--- config.mk ---
export PLATFORM = sky130hd
export DESIGN_NAME = mtg_ctrl
export DESIGN_NICKNAME = d
export VERILOG_FILES = /design/src/hw/rtl/mtg_pkg.sv /design/src/hw/rtl/mtg_ctrl.sv
export SDC_FILE = /design/constraint.sdc
export NUM_CORES = 1
export LEC_CHECK = 0
export BUFFER_PORTS_ARGS = -buffer_cell sky130_fd_sc_hd__buf_2
export CAP_MARGIN = 25
export CORE_AREA = 2 2 39 41
export CTS_CLUSTER_SIZE = 12
export DETAILED_ROUTE_END_ITERATION = 16
export DIE_AREA = 0 0 41 43
export PLACE_DENSITY_LB_ADDON = 0.12
export SYNTH_ARGS = -nofsm -noshare
export SYNTH_HDL_FRONTEND = slang
export SYNTH_SLANG_ARGS = --single-unit
--- constraint.sdc ---
create_clock -name i_clk -period 1.5 [get_ports i_clk]
set_clock_uncertainty 0.05 [all_clocks]
set_input_delay 0.3 -clock i_clk [delete_from_list [all_inputs] [get_ports i_clk]]
set_output_delay 0.3 -clock i_clk [all_outputs]
set_load 0.1 [all_outputs]
--- src/hw/rtl/mtg_pkg.sv ---
// Shared types and constants for the Mersenne Twister word generator.
package mtg_pkg;

    // Store geometry and twist constants
    localparam int unsigned STORE_WORDS = 624;
    localparam int unsigned TAP_OFFSET  = 397;
    localparam int unsigned WORD_W      = 32;
    localparam int unsigned ADDR_W      = 10;

    localparam logic [WORD_W-1:0] TWIST_CONST = 32'h9908_B0DF;

    typedef logic [WORD_W-1:0] t_word;
    typedef logic [ADDR_W-1:0] t_addr;

    localparam t_addr LAST_ADDR  = t_addr'(STORE_WORDS - 1);
    localparam t_addr END_POS    = t_addr'(STORE_WORDS);
    localparam t_addr TAP_WRAP   = t_addr'(STORE_WORDS - TAP_OFFSET);
    localparam t_addr TAP_ADD    = t_addr'(TAP_OFFSET);

    // Operation codes of an input transaction
    typedef enum logic {
        OP_LOAD = 1'b0,
        OP_DRAW = 1'b1
    } t_op;

    // Commands from the controller to the datapath
    typedef struct packed {
        logic load_wr;   // write seed word, clear read position
        logic draw_rd;   // read word at read position, advance it
        logic prime;     // read word 0 ahead of the twist
        logic twist;     // one twist step: read taps, write previous word
        logic flush;     // write last twisted word, clear read position
        logic out_load;  // move read data into the output register
    } t_cmd;

    // Status from the datapath to the controller
    typedef struct packed {
        logic pos_end;   // read position has reached the end of the store
        logic k_last;    // twist step counter at the last word
        logic out_full;  // output register holds an untaken word
    } t_status;

    // One twist step: upper bit of word k, lower bits of word k+1, tap word
    function automatic t_word mix_word(t_word hi_src, t_word lo_src, t_word tap);
        t_word y;
        t_word mag;
        y   = {hi_src[WORD_W-1], lo_src[WORD_W-2:0]};
        mag = y[0] ? TWIST_CONST : '0;
        return tap ^ (y >> 1) ^ mag;
    endfunction

endpackage

--- src/hw/rtl/mtg_ctrl.sv ---
// Controller state machine for the Mersenne Twister word generator.
module mtg_ctrl (
    input  logic             i_clk,
    input  logic             i_rst_n,
    input  logic             i_in_valid,
    input  logic             i_operation,
    input  logic             i_out_ready,
    input  mtg_pkg::t_status i_status,
    output logic             o_in_ready,
    output mtg_pkg::t_cmd    o_cmd
);

    typedef enum logic [5:0] {
        ST_IDLE      = 6'b000001,
        ST_PRIME     = 6'b000010,
        ST_TWIST     = 6'b000100,
        ST_FLUSH     = 6'b001000,
        ST_DRAW_RD   = 6'b010000,
        ST_DRAW_WAIT = 6'b100000
    } t_state;

    t_state r_state;
    t_state n_state;
    logic   accept;

    assign o_in_ready = (r_state == ST_IDLE);
    assign accept     = i_in_valid && o_in_ready;

    // Next state and command decode
    always_comb begin
        n_state = r_state;
        o_cmd   = '0;
        case (r_state)
            ST_IDLE: begin
                if (accept) begin
                    if (i_operation == mtg_pkg::OP_LOAD) begin
                        o_cmd.load_wr = 1'b1;
                    end else if (i_status.pos_end) begin
                        n_state = ST_PRIME;
                    end else begin
                        o_cmd.draw_rd = 1'b1;
                        n_state       = ST_DRAW_WAIT;
                    end
                end
            end
            ST_PRIME: begin
                o_cmd.prime = 1'b1;
                n_state     = ST_TWIST;
            end
            ST_TWIST: begin
                o_cmd.twist = 1'b1;
                if (i_status.k_last) begin
                    n_state = ST_FLUSH;
                end
            end
            ST_FLUSH: begin
                o_cmd.flush = 1'b1;
                n_state     = ST_DRAW_RD;
            end
            ST_DRAW_RD: begin
                o_cmd.draw_rd = 1'b1;
                n_state       = ST_DRAW_WAIT;
            end
            ST_DRAW_WAIT: begin
                if (!i_status.out_full || i_out_ready) begin
                    o_cmd.out_load = 1'b1;
                    n_state        = ST_IDLE;
                end
            end
            default: begin
                n_state = ST_IDLE;
            end
        endcase
    end

    // State register
    always_ff @(posedge i_clk) begin
        if (!i_rst_n) begin
            r_state <= ST_IDLE;
        end else begin
            r_state <= n_state;
        end
    end

endmodule

==> results of run 1 <==
logic make-up after synthesis:
logic type	Yosys count	synth area share [%]
AND/OR/NAND/NOR	30	48.1
buffers and inverters	9	10.3
AO/OA/AOI/OAI	7	13.1
flip-flops	6	26.7
XOR/XNOR	1	1.94
area by class of cell:
type,count,area [sq um]
sequential,6,135
tap,16,20.0
clock buffer,3,22.5
multi-input combinational,38,342
fill,110,445
timing repair buffer,40,382
inverter,6,37.5
path summary, 6_finish.rpt:
kind                             endpoint  slack, ns  cells past startpoint
hold reg to reg   r_state[1]$_SDFFE_PN0P_       0.64                      4
setup reg to reg  r_state[0]$_SDFFE_PN1P_      -0.03                      7
setup / recovery                 o_cmd[5]      -0.30                      4
hold / removal    r_state[0]$_SDFFE_PN1P_       0.23                      2
layout by cell type, fill, tap and decap left out, types with 2 or more instances in the layout:
cell type and count:
nand3b_1 3, nand2_1 3, clkbuf_4 3, nor2_1 3, buf_4 23, nand3_1 3
nor4_4 3, buf_6 3, clkinvlp_4 4, dfxtp_1 2, buf_12 7, nor2b_1 2
buf_2 7, dfxtp_4 4, nor3_1 2
stage by stage:
stage	setup TNS (ns)	hold slack, ns	setup slack [ns]
after global routing	-2.42	0.241	-0.384
after floorplan	-1.41	0.328	-0.547
after global placement	-0.249	0.489	-0.0861
final	-1.82	0.230	-0.297
after CTS	-2.02	0.235	-0.332
after detailed placement	-0.441	0.491	-0.0890
power groups by stage:
stage | Sequential [mW] | Clock (mW) | Combinational, mW
after floorplan | 0.172 | 0 | 0.128
after global placement | 0.175 | 0 | 0.210
after global routing | 0.170 | 0.171 | 0.247
after detailed placement | 0.175 | 0 | 0.212
after CTS | 0.170 | 0.157 | 0.226
final | 0.170 | 0.163 | 0.234
critical path, cell delays in order (launching register included):
cell     delay, ns
dfxtp_4       0.35
nor4_4        0.31
nand2_2       0.11
nor3b_4       0.22
buf_12        0.20
timing repair:
action                     in CTS  in global routing
gates resized for setup        13                  6
pin swaps                       8                  8
setup endpoints to repair       8                  8
buffers inserted                7                  2
cloned                          0                  0
layer usage:
layer / global-route usage [%] / wire [microns] / vias up
met5: 0 / 0 / -
met4: 10.0 / 17 / 0
met3: 5.24 / 47 / 2
met2: 29.1 / 796 / 16
met1: 23.0 / 575 / 266
li1: - / - / 272
==> reports/qor.yml, run 1 <==
clocking:
  ctsHoldBuffers: 0
  cts_tree: "yes"
  cts_buffers: 3
  cts-root-buf: "clkbuf_4"
  clkTransAtPathRegs_ns: 0.05
  clk_latency_ns: 0.26
  clock-sinks: 6
  htreeDepth: 1
  clockBufferDepth: 2
synthesis:
  synth_flop_cell: "dfxtp_1"
  synth_edf_count: 0
  ys_seq_area_share_pct: 26.7
  yosysUniqueCellTypes: 27
  synth-seq-cells: 6
  synth_top_area_cell: "dfxtp_1"
  syn_nets: 61
  synth-async-reset-ratio_pct: 0
  yosysWarnings: 0
  synthTopCellsByArea: "dfxtp_1, nor4_2, inv_1"
  syn_inst: 53
  syn_avg_cell_area_sq_um: 8.50
  synthTopCellsByCount: "dfxtp_1, inv_1, nand2_1"
  syn_area_sq_um: 450
  synth_top_area_share_pct: 26.7
place:
  dpl_cell_area_sq_um: 782
  place.gp.congestion: 0.774
  io_buffers: 14
  dp.cells: 97
  post-dp-hpwl_microns: 976
sta:
  setup_viol: 8
  fin_ws_ns: -0.297
  final_max_slew_viol_count: 0
  fin_crit_sh_pct: 120
  worstMarginPinSlew_ns: 0.283
  fin_crit_ns: 1.80
  fmax_mhz: 556
  max-slew-margin-rel_pct: 81.1
  hold_viol: 0
  grt_setup_unrepaired: "true"
cells_and_area:
  final_area_sq_um: 938
  area_growth_pct: 108
  reg_top3: "r_state (6)"
  antenna_cells: 0
  largest_reg_flops: 6
  nNetsFinal: 103
  stdcell_count: 109
  drive_above_1_share_pct: 71.0
  postLayoutCoreUtil_pct: 67.8
  largest-register: "r_state"
pwr:
  swShare_pct: 36.1
  peakVddDrop_uv: 405
  internal_power_mw: 0.362
  net-switching-power_mw: 0.205
  seqPwrFrac_pct: 30.0
  combinationalPowerShare_pct: 41.2
  power_density_mw_per_mm2: 604
  power_frac_clock_pct: 28.8
  cellLeakagePower_nw: 0.411
  power.total_mw: 0.567
worst_setup_path:
  crit_arrival_ns: 1.45
  path_max_fanout: 2
  required_ns: 1.15
  crit_path_end_kind: "primary output"
  critPathLaunch: "r_state[3]$_SDFFE_PN0P_"
  reg2reg_from: "r_state[1]$_SDFFE_PN0P_"
  critPathLaunchType: "flip-flop"
  critical_path_class: "reg2out"
detailed_routing:
  vias: 556
  wl_per_cell_microns: 13.2
  finalWirelength_microns: 1440
  ant_nets: 0
  vias_per_cell: 5.10
  drc: 0
  drtIter0Drc: 7
  drtPass1Iterations: 3
floorplan:
  num_rows: 14
  coreArea_sq_mm: 0.00138
  dieArea_sq_mm: 0.00176
  start_util_pct: 32.5
  die_y_microns: 43
  chipWidth_microns: 41
  io_pins: 15
global_route:
  grtUsageTotal_pct: 19.0
  grt_pass1_wl_microns: 2240
  grt.overflow.total: 0
  antenna_found_initial: 0
  grt_max_degree: 6
  grt_pass1_vias: 560
run_status:
  status: "complete, but fails checks"
  violations: "negative setup slack"
hold_path:
  hold_start: "i_rst_n"
  hold_class: "in2reg"
job:
  max_cap_viol_count: 0
Power figures use the tool's default switching activity.
==> inputs of run 2 (changes only) <==
--- a/config.mk
+++ b/config.mk
@@ -11,7 +11,7 @@
 export CTS_CLUSTER_SIZE = 12
 export DETAILED_ROUTE_END_ITERATION = 16
 export DIE_AREA = 0 0 41 43
-export PLACE_DENSITY_LB_ADDON = 0.12
+export PLACE_DENSITY = 0.67
 export SYNTH_ARGS = -nofsm -noshare
 export SYNTH_HDL_FRONTEND = slang
 export SYNTH_SLANG_ARGS = --single-unit
==> run 2 against run 1 <==
  * The flow still finishes with violations (negative setup slack)
  * Wire length shrank 9.5%
  * Total power shrank 2.7%
  * Sequential power is essentially flat
  * Clock power shrank 4%
  * Final area shrank 5.5%
  * Count of clock-buffer cells in the layout is the same
  * Critical path depth is the same
  * Largest cell class is now multi-input combinational cells
==> reports/qor.yml, run 2 (same netlist as run 1, synthesis figures left out) <==
place:
  post-dp-hpwl_microns: 899
  dp.cells: 96
  dpl_cell_area_sq_um: 774
  place.gp.congestion: 0.812
  io_buffers: 14
floorplan:
  io_pins: 15
  die_y_microns: 43
  coreArea_sq_mm: 0.00138
  start_util_pct: 32.5
  num_rows: 14
  chipWidth_microns: 41
  dieArea_sq_mm: 0.00176
sta:
  fin_ws_ns: -0.288
  fin_crit_ns: 1.79
  fin_crit_sh_pct: 119
  max-slew-margin-rel_pct: 81.6
  hold_ws_ns: 0.242
  hold_viol: 0
  grt_setup_unrepaired: "true"
  setup_viol: 8
  fmax_mhz: 559
  tns_ns: -1.93
  worstMarginPinSlew_ns: 0.271
  final_max_slew_viol_count: 0
hold_path:
  holdPathEnd: "r_state[0]$_SDFFE_PN1P_"
  hold_class: "in2reg"
  whs_path_depth: 2
  hold_start: "i_rst_n"
detailed_routing:
  ant_nets: 0
  drc: 0
  drtIter0Drc: 11
  drtPass1Iterations: 4
  finalWirelength_microns: 1300
  vias: 519
  vias_per_cell: 5.04
  wl_per_cell_microns: 12.6
clocking:
  clockBufferDepth: 2
  cts_buffers: 3
  cts_tree: "yes"
  clock-sinks: 6
  clk_latency_ns: 0.25
  cts-root-buf: "clkbuf_4"
  clkTransAtPathRegs_ns: 0.05
  htreeDepth: 1
global_route:
  grt_max_degree: 7
  grtUsageTotal_pct: 17.6
  grt_pass1_wl_microns: 2150
  antenna_found_initial: 0
  grt.overflow.total: 0
  grt_pass1_vias: 553
pwr:
  cellLeakagePower_nw: 0.389
  power_density_mw_per_mm2: 622
  peakVddDrop_uv: 368
cells_and_area:
  nFillCells: 114
  largest-register: "r_state"
  regArea_sq_um: 133
  multi_input_area_sq_um: 342
  nNetsFinal: 97
  area_growth_pct: 96.9
  drive_above_1_share_pct: 66.7
  reg_top3: "r_state (6)"
  antenna_cells: 0
  final_cell_mix: "buf_4, buf_2, buf_12"
  largest_reg_flops: 6
  final_common_cell: "buf_4"
  stdcell_count: 103
  final_area_sq_um: 887
run_status:
  violations: "negative setup slack"
  status: "complete, but fails checks"
worst_setup_path:
  critPathBufInv: 2
  rr_worst_depth: 5
  crit_slowest_cell: "dfxtp_4"
  crit_path_end_kind: "primary output"
  critical_path_class: "reg2out"
  reg2reg_setup_slack_ns: -0.07
  required_ns: 1.15
  crit_arrival_ns: 1.44
  critPathTopFamily: "simple AND/OR/NAND/NOR gates"
  crit_cells: 4
  path_cells: "nor4_4 -> nand3b_1 -> clkinvlp_4 -> buf_12"
  reg2reg_to: "r_state[0]$_SDFFE_PN1P_"
  critPathLaunchType: "flip-flop"
  path_max_fanout: 4
  cp_slowest_stage_delay_ns: 0.37
  reg2reg_from: "r_state[2]$_SDFFE_PN0P_"
job:
  max_cap_viol_count: 0
==> run 2: cell types whose count changed in the layout (fill, tap and decap cells not counted), sizes merged <==
cell  delta
buf      -6
==> run 2: power breakdown <==
part	switching, mW	leakage (nW)	total [mW]	internal [mW]
clock	0.0659	0.0138	0.157	0.0910
combinational	0.118	0.324	0.222	0.103
sequential	0.0113	0.0509	0.173	0.162
total	0.196	0.389	0.552	0.356
==> run 2: per-stage QoR <==
stage                     setup WS [ns]  total power, mW  utilization (%)
after floorplan                  -0.547            0.300                -
after global placement          -0.0802            0.378             56.0
after detailed placement         -0.115            0.381             56.0
after CTS                        -0.298            0.551             62.9
after global routing             -0.347            0.577             64.1
final                            -0.288            0.552             64.1
==> run 2: cell type report <==
cell class | count | share of cell area [%]
clock buffer | 3 | 2.54
timing repair buffer | 34 | 37.5
tap | 16 | 2.26
sequential | 6 | 15.0
multi-input combinational | 38 | 38.5
inverter | 6 | 4.23
==> run 2: worst reg2reg max path, stage by stage (launching register included) <==
cell and delay [ns]:
dfxtp_4 0.35, buf_4 0.15, buf_6 0.12, or3_4 0.37, a221oi_2 0.28, o311ai_1 0.12
==> run 2: repair_timing <==
item	in CTS	in global routing
hold buffers	0	0
gates cloned	0	0
gates resized for setup	12	4
buffers inserted	4	1
pin swaps	4	7
setup endpoints to repair	8	12
==> run 2: how the worst max path moves through the flow <==
stage | from | to
5_1_grt | r_state[2]$_SDFFE_PN0P_ | o_cmd[5]
3_5_place_dp | r_state[1]$_SDFFE_PN0P_ | o_cmd[5]
3_3_place_gp | r_state[4]$_SDFFE_PN0P_ | o_cmd[1]
2_1_floorplan | r_state[3]$_SDFFE_PN0P_ | o_cmd[5]
6_report | r_state[4]$_SDFFE_PN0P_ | o_cmd[2]
4_1_cts | r_state[2]$_SDFFE_PN0P_ | o_cmd[5]
==> run 2: per-layer routing <==
metal,GRT usage (%),part of all wire (%)
met2,30.6,55
met1,19.0,40
met3,6.28,4.4
met4,4.00,0.62
met5,0,0
